===== src/sv/pslbs_pkg.sv =====
// Shared types and constants for the pot-speed LED bounce scanner.
// No dependencies; imported by every module of the block.
`default_nettype none

package pslbs_pkg;

    // Sample geometry
    localparam int SAMPLE_COUNT = 8;
    localparam int SAMPLE_BITS  = 10;
    localparam int LANE_COUNT   = SAMPLE_COUNT / 2;
    localparam int PAIR_BITS    = SAMPLE_BITS + 1;
    localparam int AVG_SHIFT    = $clog2(SAMPLE_COUNT);
    localparam int TOTAL_BITS   = SAMPLE_BITS + AVG_SHIFT;

    // Voltage and speed constants
    localparam logic [SAMPLE_BITS-1:0] FULL_SCALE  = SAMPLE_BITS'(1023);
    localparam int                     RELOAD_MUL  = 100;
    localparam int                     RELOAD_NUM  = 102300;
    localparam int                     RELOAD_BITS = 17;
    localparam int                     DIV_SHIFT   = 10;

    // LED pattern ends
    localparam logic [7:0] PAT_LOW  = 8'h01;
    localparam logic [7:0] PAT_HIGH = 8'h80;

    // Item codes
    localparam logic CMD_ADC  = 1'b0;
    localparam logic CMD_TICK = 1'b1;

    typedef struct packed {
        logic                   cmd;
        logic [SAMPLE_BITS-1:0] sample_0;
        logic [SAMPLE_BITS-1:0] sample_1;
        logic [SAMPLE_BITS-1:0] sample_2;
        logic [SAMPLE_BITS-1:0] sample_3;
        logic [SAMPLE_BITS-1:0] sample_4;
        logic [SAMPLE_BITS-1:0] sample_5;
        logic [SAMPLE_BITS-1:0] sample_6;
        logic [SAMPLE_BITS-1:0] sample_7;
        logic [7:0]             button_events;
        logic [3:0]             switch_levels;
    } item_t;

    typedef struct packed {
        logic [7:0]             led_display;
        logic                   moved;
        logic [SAMPLE_BITS-1:0] voltage_level;
        logic                   voltage_changed;
        logic                   is_frozen;
    } result_t;

    // Non-sample part of a beat held in the lane stage
    typedef struct packed {
        logic       cmd;
        logic [7:0] button_events;
        logic [3:0] switch_levels;
    } stage_ctl_t;

    typedef logic [LANE_COUNT-1:0][PAIR_BITS-1:0] lane_sums_t;

endpackage

`default_nettype wire


===== src/sv/pot_speed_led_bounce_scanner_unit.sv =====
// Pot-speed LED bounce scanner: sample lanes plus merge/state core.
// An accepted item beat is registered in the lane stage, then in the
// result register. Throughput: one item per clock while result_stall is low;
// each stage holds one beat, and all state updates finish in the merge cycle.
// Reset (rst_n, async low): both stages empty, deadband 5, voltage and
// countdown 0, pattern 0x01, display 0, not frozen, no step pending.
`default_nettype none

module pot_speed_led_bounce_scanner_unit
    import pslbs_pkg::*;
(
    input  wire logic       clk,
    input  wire logic       rst_n,
    input  wire logic       item_valid,
    output logic            item_stall,
    input  wire item_t      item,
    output logic            result_valid,
    input  wire logic       result_stall,
    output result_t         result,
    input  wire logic       cfg_we,
    input  wire logic [5:0] cfg_data
);

    logic                   stage_valid_reg, stage_valid_next;
    stage_ctl_t             stage_ctl_reg;
    logic                   advance;
    logic                   accept;
    lane_sums_t             lane_sums;
    logic [SAMPLE_BITS-1:0] samples [SAMPLE_COUNT];

    // Lane stage holds a beat until the core takes it
    assign item_stall = stage_valid_reg && !advance;
    assign accept     = item_valid && !item_stall;

    always_comb
    begin
        stage_valid_next = item_stall ? stage_valid_reg : item_valid;
    end

    always_ff @(posedge clk or negedge rst_n)
    begin
        if (!rst_n)
        begin
            stage_valid_reg <= 1'b0;
        end
        else
        begin
            stage_valid_reg <= stage_valid_next;
        end
    end

    always_ff @(posedge clk)
    begin
        if (accept)
        begin
            stage_ctl_reg.cmd           <= item.cmd;
            stage_ctl_reg.button_events <= item.button_events;
            stage_ctl_reg.switch_levels <= item.switch_levels;
        end
    end

    // Sample lanes
    assign samples[0] = item.sample_0;
    assign samples[1] = item.sample_1;
    assign samples[2] = item.sample_2;
    assign samples[3] = item.sample_3;
    assign samples[4] = item.sample_4;
    assign samples[5] = item.sample_5;
    assign samples[6] = item.sample_6;
    assign samples[7] = item.sample_7;

    for (genvar g = 0; g < LANE_COUNT; g++)
    begin : g_lane
        pslbs_lane u_lane (
            .clk      (clk),
            .load     (accept),
            .sample_a (samples[2*g]),
            .sample_b (samples[2*g+1]),
            .pair_sum (lane_sums[g])
        );
    end

    // Merge and state core
    pslbs_core u_core (
        .clk          (clk),
        .rst_n        (rst_n),
        .stage_valid  (stage_valid_reg),
        .stage_ctl    (stage_ctl_reg),
        .lane_sums    (lane_sums),
        .cfg_we       (cfg_we),
        .cfg_data     (cfg_data),
        .result_stall (result_stall),
        .advance      (advance),
        .result_valid (result_valid),
        .result       (result)
    );

endmodule

`default_nettype wire


===== src/sv/pslbs_lane.sv =====
// One sample lane: adds a pair of ADC samples and registers the sum.
// Depends on pslbs_pkg.
`default_nettype none

module pslbs_lane
    import pslbs_pkg::*;
(
    input  wire logic                   clk,
    input  wire logic                   load,
    input  wire logic [SAMPLE_BITS-1:0] sample_a,
    input  wire logic [SAMPLE_BITS-1:0] sample_b,
    output logic      [PAIR_BITS-1:0]   pair_sum
);

    logic [PAIR_BITS-1:0] pair_sum_reg;
    logic [PAIR_BITS-1:0] pair_sum_next;

    // Pair add
    always_comb
    begin
        pair_sum_next = PAIR_BITS'(sample_a) + PAIR_BITS'(sample_b);
    end

    // Payload register, loaded on an accepted beat
    always_ff @(posedge clk)
    begin
        if (load)
        begin
            pair_sum_reg <= pair_sum_next;
        end
    end

    assign pair_sum = pair_sum_reg;

endmodule

`default_nettype wire


===== src/sv/pslbs_core.sv =====
// Merge of the lane sums and the scanner state: voltage filter, speed
// countdown, freeze flag and LED bounce, plus the result register.
// Depends on pslbs_pkg.
`default_nettype none

module pslbs_core
    import pslbs_pkg::*;
(
    input  wire logic       clk,
    input  wire logic       rst_n,
    input  wire logic       stage_valid,
    input  wire stage_ctl_t stage_ctl,
    input  wire lane_sums_t lane_sums,
    input  wire logic       cfg_we,
    input  wire logic [5:0] cfg_data,
    input  wire logic       result_stall,
    output logic            advance,
    output logic            result_valid,
    output result_t         result
);

    logic [5:0]             deadband_reg, deadband_next;
    logic [SAMPLE_BITS-1:0] voltage_reg, voltage_next;
    logic [7:0]             countdown_reg, countdown_next;
    logic                   pending_reg, pending_next;
    logic                   frozen_reg, frozen_next;
    logic [7:0]             scan_reg, scan_next;
    logic                   left_reg, left_next;
    logic [7:0]             shown_reg, shown_next;
    logic                   result_valid_reg, result_valid_next;
    result_t                result_reg, result_next;

    logic                   fire;
    logic [TOTAL_BITS-1:0]  total;
    logic [SAMPLE_BITS-1:0] avg;
    logic [SAMPLE_BITS-1:0] diff;
    logic [SAMPLE_BITS:0]   avg_plus_db;
    logic                   adc_update;
    logic [RELOAD_BITS-1:0] reload_num;
    logic [6:0]             quo_est;
    logic [SAMPLE_BITS:0]   rem_est;
    logic [7:0]             reload;
    logic                   toggle_a;
    logic                   toggle_b;
    logic                   pend_mid;
    logic                   frz_mid;
    logic                   left_mid;
    logic                   changed;
    logic                   step;

    // Output stage takes a beat when empty or being drained
    assign advance = !result_valid_reg || !result_stall;
    assign fire    = stage_valid && advance;

    // Merge the lane sums and average
    always_comb
    begin
        total = '0;
        for (int i = 0; i < LANE_COUNT; i++)
        begin
            total = total + TOTAL_BITS'(lane_sums[i]);
        end
        avg = total[TOTAL_BITS-1:AVG_SHIFT];
    end

    // Deadband filter with end clamping
    always_comb
    begin
        diff        = (avg >= voltage_reg) ? (avg - voltage_reg) : (voltage_reg - avg);
        avg_plus_db = (SAMPLE_BITS+1)'(avg) + (SAMPLE_BITS+1)'(deadband_reg);
        adc_update  = (stage_ctl.cmd == CMD_ADC) && (diff >= SAMPLE_BITS'(deadband_reg));
    end

    // Countdown reload (102300 - 100*v) / 1023, one correction step
    always_comb
    begin
        reload_num = RELOAD_BITS'(RELOAD_NUM)
                   - RELOAD_BITS'(RELOAD_BITS'(voltage_reg) * RELOAD_BITS'(RELOAD_MUL));
        quo_est    = reload_num[RELOAD_BITS-1:DIV_SHIFT];
        rem_est    = (SAMPLE_BITS+1)'(reload_num[DIV_SHIFT-1:0])
                   + (SAMPLE_BITS+1)'(quo_est);
        reload     = 8'(quo_est) + ((rem_est >= (SAMPLE_BITS+1)'(FULL_SCALE)) ? 8'd1 : 8'd0);
    end

    // Freeze toggle chains: switch on + button up, or switch off + button down
    always_comb
    begin
        toggle_a = 1'b0;
        toggle_b = 1'b0;
        for (int k = 0; k < 2; k++)
        begin
            if (stage_ctl.switch_levels[k] ? stage_ctl.button_events[2*k+1]
                                           : stage_ctl.button_events[2*k])
            begin
                toggle_a = 1'b1;
            end
            if (stage_ctl.switch_levels[k+2] ? stage_ctl.button_events[2*k+5]
                                             : stage_ctl.button_events[2*k+4])
            begin
                toggle_b = 1'b1;
            end
        end
    end

    // Next state for one beat
    always_comb
    begin
        deadband_next     = cfg_we ? cfg_data : deadband_reg;
        voltage_next      = voltage_reg;
        countdown_next    = countdown_reg;
        pend_mid          = pending_reg;
        frz_mid           = frozen_reg;
        changed           = 1'b0;
        left_mid          = left_reg;
        step              = 1'b0;
        pending_next      = pending_reg;
        frozen_next       = frozen_reg;
        scan_next         = scan_reg;
        left_next         = left_reg;
        shown_next        = shown_reg;
        result_next       = result_reg;
        result_valid_next = advance ? stage_valid : result_valid_reg;

        if (fire)
        begin
            if (stage_ctl.cmd == CMD_ADC)
            begin
                if (adc_update)
                begin
                    changed = 1'b1;
                    if (avg_plus_db >= (SAMPLE_BITS+1)'(FULL_SCALE))
                    begin
                        voltage_next = FULL_SCALE;
                    end
                    else if (avg <= SAMPLE_BITS'(deadband_reg))
                    begin
                        voltage_next = '0;
                    end
                    else
                    begin
                        voltage_next = avg;
                    end
                end
            end
            else
            begin
                if (countdown_reg <= 8'd1)
                begin
                    pend_mid       = 1'b1;
                    countdown_next = reload;
                end
                else
                begin
                    countdown_next = countdown_reg - 8'd1;
                end
                frz_mid = frozen_reg ^ toggle_a ^ toggle_b;
            end

            // LED step
            step         = pend_mid && !frz_mid;
            pending_next = pend_mid && !step;
            frozen_next  = frz_mid;
            if (step)
            begin
                shown_next = scan_reg;
                if (scan_reg == PAT_HIGH)
                begin
                    left_mid = 1'b0;
                end
                else if (scan_reg == PAT_LOW)
                begin
                    left_mid = 1'b1;
                end
                left_next = left_mid;
                scan_next = left_mid ? {scan_reg[6:0], 1'b0} : {1'b0, scan_reg[7:1]};
            end

            result_next.led_display     = shown_next;
            result_next.moved           = step;
            result_next.voltage_level   = voltage_next;
            result_next.voltage_changed = changed;
            result_next.is_frozen       = frz_mid;
        end
    end

    // Control and state registers
    always_ff @(posedge clk or negedge rst_n)
    begin
        if (!rst_n)
        begin
            deadband_reg     <= 6'd5;
            voltage_reg      <= '0;
            countdown_reg    <= '0;
            pending_reg      <= 1'b0;
            frozen_reg       <= 1'b0;
            scan_reg         <= PAT_LOW;
            left_reg         <= 1'b0;
            shown_reg        <= '0;
            result_valid_reg <= 1'b0;
        end
        else
        begin
            deadband_reg     <= deadband_next;
            voltage_reg      <= voltage_next;
            countdown_reg    <= countdown_next;
            pending_reg      <= pending_next;
            frozen_reg       <= frozen_next;
            scan_reg         <= scan_next;
            left_reg         <= left_next;
            shown_reg        <= shown_next;
            result_valid_reg <= result_valid_next;
        end
    end

    // Result payload
    always_ff @(posedge clk)
    begin
        result_reg <= result_next;
    end

    assign result_valid = result_valid_reg;
    assign result       = result_reg;

endmodule

`default_nettype wire


===== config.mk =====
export PLATFORM = sky130hd
export DESIGN_NAME = pot_speed_led_bounce_scanner_unit
export DESIGN_NICKNAME = d
export VERILOG_FILES = /design/src/sv/pslbs_pkg.sv /design/src/sv/pot_speed_led_bounce_scanner_unit.sv /design/src/sv/pslbs_lane.sv /design/src/sv/pslbs_core.sv
export SDC_FILE = /design/constraint.sdc
export NUM_CORES = 1
export LEC_CHECK = 0
export ABC_AREA = 1
export BUFFER_PORTS_ARGS = -buffer_cell sky130_fd_sc_hd__buf_2
export CAP_MARGIN = 5
export CORE_UTILIZATION = 60
export CTS_CLUSTER_DIAMETER = 150
export CTS_CLUSTER_SIZE = 16
export DETAILED_ROUTE_END_ITERATION = 10
export PLACE_DENSITY_LB_ADDON = 0.2
export SLEW_MARGIN = 20
export SYNTH_ARGS = -nofsm -noshare
export SYNTH_HDL_FRONTEND = slang
export SYNTH_SLANG_ARGS = --single-unit

===== constraint.sdc =====
create_clock -name clk -period 7.61 [get_ports clk]
set_input_delay 0.3805 -clock clk [delete_from_list [all_inputs] [get_ports clk]]
set_output_delay 0.3805 -clock clk [all_outputs]
set_load 0.1 [all_outputs]

* Word-level counts from Yosys, hierarchy flattened *
Cells that the tools add are included.

storage, ports and cells
  output and inout bits = 23
  register bits = 123
  input port bits = 104

cells by class
  $add $sub $neg = 14
  eq/ne operators = 2
  magnitude comparators = 6
  multiplexer cells = 27
  multipliers = 1
  bitwise operators = 3
  reduce and logical (&&, ||, !) cells = 15

operator list
  operator                                                                               number
  10-bit two-way mux                                                                     5
  10-bit by 10-bit adder with 11-bit output                                              4
  13-bit by 11-bit adder with 13-bit output                                              2
  8-bit two-way mux                                                                      3
  11-bit by 10-bit greater-or-equal comparator with 1-bit output, second input constant  2
  10-bit subtractor                                                                      2
  1-bit two-way mux                                                                      19
  17-bit subtractor, first input constant                                                1
  10-bit by 5-bit multiplier with 15-bit output, second input constant                   1
  11-bit by 11-bit adder with 12-bit output                                              1
  10-bit by 6-bit adder with 11-bit output                                               1
  10-bit by 7-bit adder with 11-bit output                                               1
  10-bit greater-or-equal comparator                                                     1
  10-bit by 6-bit greater-or-equal comparator with 1-bit output                          1
  10-bit by 6-bit <= comparator with 1-bit output                                        1
  7-bit by 8-bit adder with 8-bit output                                                 1
  8-bit by 1-bit equality test with 1-bit output, second input constant                  1
  8-bit equality test, second input constant                                             1
  8-bit by 1-bit <= comparator with 1-bit output, second input constant                  1
  8-bit by 1-bit subtractor with 8-bit output, second input constant                     1
  1-bit logical AND                                                                      6
  1-bit zero test                                                                        6
  2-bit AND reduction                                                                    2
  1-bit bitwise XOR                                                                      2
  other kinds (2)                                                                        2

* Depth between registers and ports, before layout *
  depth after elaboration = 12
  depth in mapped cells = 46

* By module *
From an unflattened synthesis, not the netlist that was laid out.

unflattened totals
  cell total of the unflattened synthesis = 1452
  area, all modules = 11129.4 um^2

modules (own cells, without submodules)
  module                             area an instance (um^2)  instances  cells an instance  sequential area each (um^2)
  pslbs_core                         7363.3                   1          1029               1735.4
  pslbs_lane (g_lane[0].u_lane ...)  824.5                    3          100                330.3
  pslbs_lane (g_lane[3].u_lane)      844.6                    1          103                330.3
  pot_speed_led_bounce_scanner_unit  447.9                    1          20                 415.4

* Worst setup path before layout *
Ideal clock, no wire load.

  kind = register to register
  from = register g_lane[0].u_lane.pair_sum_reg[0]
  to = register u_core.result_reg (netlist bit u_core.result[3]) (data pin)
  arrival = 5.835 ns
  clock period less this slack = 6.090 ns
  slack = 1.520 ns
  cell stages (with the launch flop) = 43
  path through = edfxtp_1 > ha_1 > fa_1 > nand3_1 > nand2_1 > a21oi_1 > o21bai_1 > nand2_1 > nand2_1 > nand2_1 > nand2_1 > nand2_1 > nand2_1 > a21oi_1 > xor2_1 > fa_1 > inv_1 > ha_1 > [... 7 more ...] > nand2_1 > nor2_1 > nand3_1 > nand4_2 > buf_6 > mux2i_1 > xnor2_1 > ha_1 > a21oi_1 > o21bai_1 > a221oi_1 > nand2_1 > nor2_1 > nand3_2 > nand2_2 > buf_6 > nand2_1 > and2_1

on the way
  cells in the longest elaborated chain, start to end = 9
  elaborated cells on any way between the ends = 16
  classes of those cells = 6 x add/sub; 4 x order compare; 5 x mux; 1 x reduce/logical

ends and longest elaborated chain
  what                                                                            RTL line           RTL
  from (decl)                                                                     pslbs_lane.sv:15   logic [PAIR_BITS-1:0] pair_sum_reg;
  from (signal assigned)                                                          pslbs_lane.sv:29   pair_sum_reg <= pair_sum_next;
  11-bit by 11-bit adder with 12-bit output (*)                                   pslbs_core.sv:61   total = total + TOTAL_BITS'(lane_sums[i]);
  13-bit by 11-bit adder with 13-bit output (*) (2 in a row)                      pslbs_core.sv:61
  10-bit subtractor / 10-bit greater-or-equal comparator (equally long branches)  pslbs_core.sv:69   diff = (avg >= voltage_reg) ? (avg - voltage_reg) : (voltage_reg - avg);
  10-bit two-way mux                                                              pslbs_core.sv:69
  10-bit by 6-bit greater-or-equal comparator with 1-bit output                   pslbs_core.sv:71   adc_update = (stage_ctl.cmd == CMD_ADC) && (diff >= SAMPLE_BITS'(deadband_reg));
  1-bit logical AND                                                               pslbs_core.sv:71
  10-bit two-way mux (*)                                                          pslbs_core.sv:128  if (adc_update)
  10-bit two-way mux (*)                                                          pslbs_core.sv:126  if (stage_ctl.cmd == CMD_ADC)
  to (signal assigned)                                                            pslbs_core.sv:218  result_reg <= result_next;
  to (decl)                                                                       pslbs_core.sv:31   result_t result_reg, result_next;

Mark *: on every way between the ends. The rest lies on a longest branch, timed or not.
A chain may end at the register's enable or synchronous reset.

* Worst setup path after layout *
  from = register g_lane[0].u_lane.pair_sum_reg[0]
  to = register u_core.result_reg (netlist bit u_core.result[6]) (data pin)

The elaborated chain is that of the path after synthesis.

==> flow_metrics.py <==
metrics = {
    "layout": {
        "diodes": 0,
        "final_nets": 1736,
        "largest_register_ff_count": 44,
        "area_growth_syn_to_layout_pct": 13.79,
        "fillers": 1431,
        "final_layout_size_suffix_gt1_share_pct": 12.05,
    },
    "clock_network": {
        "clk-insertion-delay-late_ns": 0.42,
        "cts-root-buf": "clkbuf_16",
        "cts_setup_buffers": 0,
        "cts_max_level": 4,
        "clkSinkCount": 123,
        "clkTransAtPathRegs_ns": 0.06,
        "cts_buffer_depth": 2,
        "postCtsHoldBufs": 0,
        "cts_buffers": 17,
        "cts_resized": 0,
        "cts_tree": "built",
    },
    "timing": {
        "fin_skew_ns": 0.009422,
        "setup_viol": 0,
        "finalCritPeriodShare_pct": 92.60,
        "rsz0062_at_grt": "no",
        "worstMarginPinSlew_ns": 0.8985,
        "clock.fmax_ghz": 0.1419,
        "finalHoldViolCount": 27,
        "post-route-min-period_ns": 7.047,
        "holdWs_ns": -0.04244,
        "tns_ns": 0,
        "slew_violations": 0,
        "relSlewSlack_pct": 39.74,
    },
    "global_routing": {
        "grt_max_degree": 58,
        "grt_pass1_vias": 8598,
        "grt_first_pass_wirelength_mm": 38.50,
        "grt.total_usage_pct": 26.54,
        "grt_overflow": 0,
        "antenna_found_initial": 0,
    },
    "setup_path": {
        "critPathMaxStageDelay_ns": 0.44,
        "cp-start-kind": "flop",
        "ff2ff_path_depth": 40,
        "path_max_fanout": 11,
        "cp.required_ns": 7.79,
        "rr_endpoint": "u_core.result[6]",
        "worst_r2r_startpoint": "g_lane[0].u_lane.pair_sum[0]",
        "critical-path-slowest-cell": "fa_1",
        "path_common_cell": "nand2_1",
        "worst-path-buf-inv": 3,
        "crit_arrival_ns": 7.22,
        "r2r_slack_ns": 0.56,
        "end_kind": "flop",
        "cpLargestDelayFamily": "simple AND/OR/NAND/NOR gates",
        "critPathKind": "flop to flop",
    },
    "detailed_routing": {
        "wl_mm": 22.64,
        "wire_per_inst_microns": 13.30,
        "vias_per_cell": 5.238,
        "num_vias": 8915,
        "drtIter0Drc": 564,
        "ant_nets": 0,
        "route.detailed.drc": 0,
        "first_pass_iters": 5,
    },
    "yosys": {
        "ys_ff_latch": 123,
        "synth.most_common_cell": "nand2_1",
        "synth_top_area_cell": "edfxtp_1",
        "synth.top_cells.by_count": "nand2_1 (292), inv_1 (241), ha_1 (144), nor2_1 (97), o21ai_0 (82)",
        "synth_cell_types": 44,
        "synthFlopType": "edfxtp_1",
        "synth_area_per_cell_sq_um": 7.993,
        "yosysWarnings": 0,
        "syn_area_sq_um": 10590,
        "synth_edf_count": 78,
        "syn_inst": 1325,
        "ys_top_cells_by_area": "edfxtp_1 (22%), ha_1 (17%), nand2_1 (10%)",
        "netlist.area_leader.share_pct": 22.12,
        "synthArstFlopShare_pct": 36.59,
        "synthesis.nets": 1597,
        "synth-seq-area-share_pct": 32.79,
    },
    "outcome": {
        "violations": "hold timing",
        "outcome": "complete, but fails checks",
    },
    "floorplanning": {
        "die_h_microns": 134.9,
        "rows": 48,
        "start_util_pct": 61.44,
        "die_area_sq_um": 18190,
        "dieWidth_microns": 134.9,
        "placeableCoreArea_sq_um": 17240,
        "ioPinCount": 127,
    },
    "placed_design": {
        "dpl.hpwl_mm": 17.90,
        "io_buffers": 126,
        "gp_congestion": 0.9316,
    },
    "job": {
        "drv_cap": 0,
    },
    "hold_path": {
        "hp-class": "input pin to async pin",
    },
}
cell type report:
cell class / instances / area [sq um] / share of cell area, %
clock buffers: 17 / 425.4 / 3.530
multi-input cells: 949 / 6146 / 51.00
clock inverters: 15 / 153.9 / 1.277
well taps: 225 / 281.5 / 2.336
repair buffers: 129 / 655.6 / 5.441
flip-flops and latches: 123 / 3472 / 28.81
inverters: 244 / 915.9 / 7.600
stage by stage:
step           hold slack (ns)  area, sq um  setup slack [ns]  std cells  util, %
2_1_floorplan          0.08491        10590             1.520       1325        -
3_3_place_gp            0.4501        11470            0.8707       1670    66.54
3_5_place_dp            0.4744        11470            0.6516       1670    66.54
4_1_cts                 0.1127        12050            0.5955       1702    69.90
5_1_grt                0.02211        12050          0.007828       1702    69.91
6_report              -0.04244        12050            0.5632       1702    69.91
cell usage in the layout, fill, tap and decap left out, types with 38 or more instances in the layout:
| cell type | Yosys | final |
|---|---|---|
| a21oi_1 | 80 | 80 |
| buf_2 | 3 | 125 |
| edfxtp_1 | 78 | 78 |
| xor2_1 | 38 | 38 |
| ha_1 | 144 | 144 |
| nor2_1 | 97 | 97 |
| inv_1 | 241 | 240 |
| nand2_1 | 292 | 292 |
| o21ai_0 | 82 | 82 |
| dfrtp_1 | 42 | 42 |
| nand3_1 | 73 | 73 |
worst max-delay path by stage:
stage | startpoint | slack, ns | to | cells past startpoint
after floorplan | g_lane[0].u_lane.pair_sum[0] | 1.52 | u_core.result[3] | 42
after global placement | g_lane[0].u_lane.pair_sum[0] | 0.87 | u_core.result[2] | 40
after detailed placement | g_lane[0].u_lane.pair_sum[0] | 0.65 | u_core.result[6] | 42
after CTS | g_lane[0].u_lane.pair_sum[0] | 0.60 | u_core.result[6] | 42
after global routing | g_lane[0].u_lane.pair_sum[0] | 0.008 | u_core.result[7] | 43
final | g_lane[0].u_lane.pair_sum[0] | 0.56 | u_core.result[6] | 40
logic make-up after synthesis:
| group | Yosys count | share of synthesized area [%] |
|---|---|---|
| muxes | 7 | 0.6971 |
| DFF | 123 | 32.79 |
| xor gates and xnor gates | 62 | 5.128 |
| AOI/OAI and AO/OA | 201 | 10.36 |
| adders and majority gates | 168 | 21.55 |
| buffers and inverters | 253 | 9.180 |
| and+or+nand+nor | 511 | 20.30 |
layer usage:
layer  wire length (microns)  global-route usage [%]
met1                   10290                   34.14
met2                   11000                   45.65
met3                     947                   4.429
met4                     396                   8.240
met5                       0                       0
Power is not shown: default switching activity piles up to over one toggle a cycle in this logic, so the estimate is an artifact.
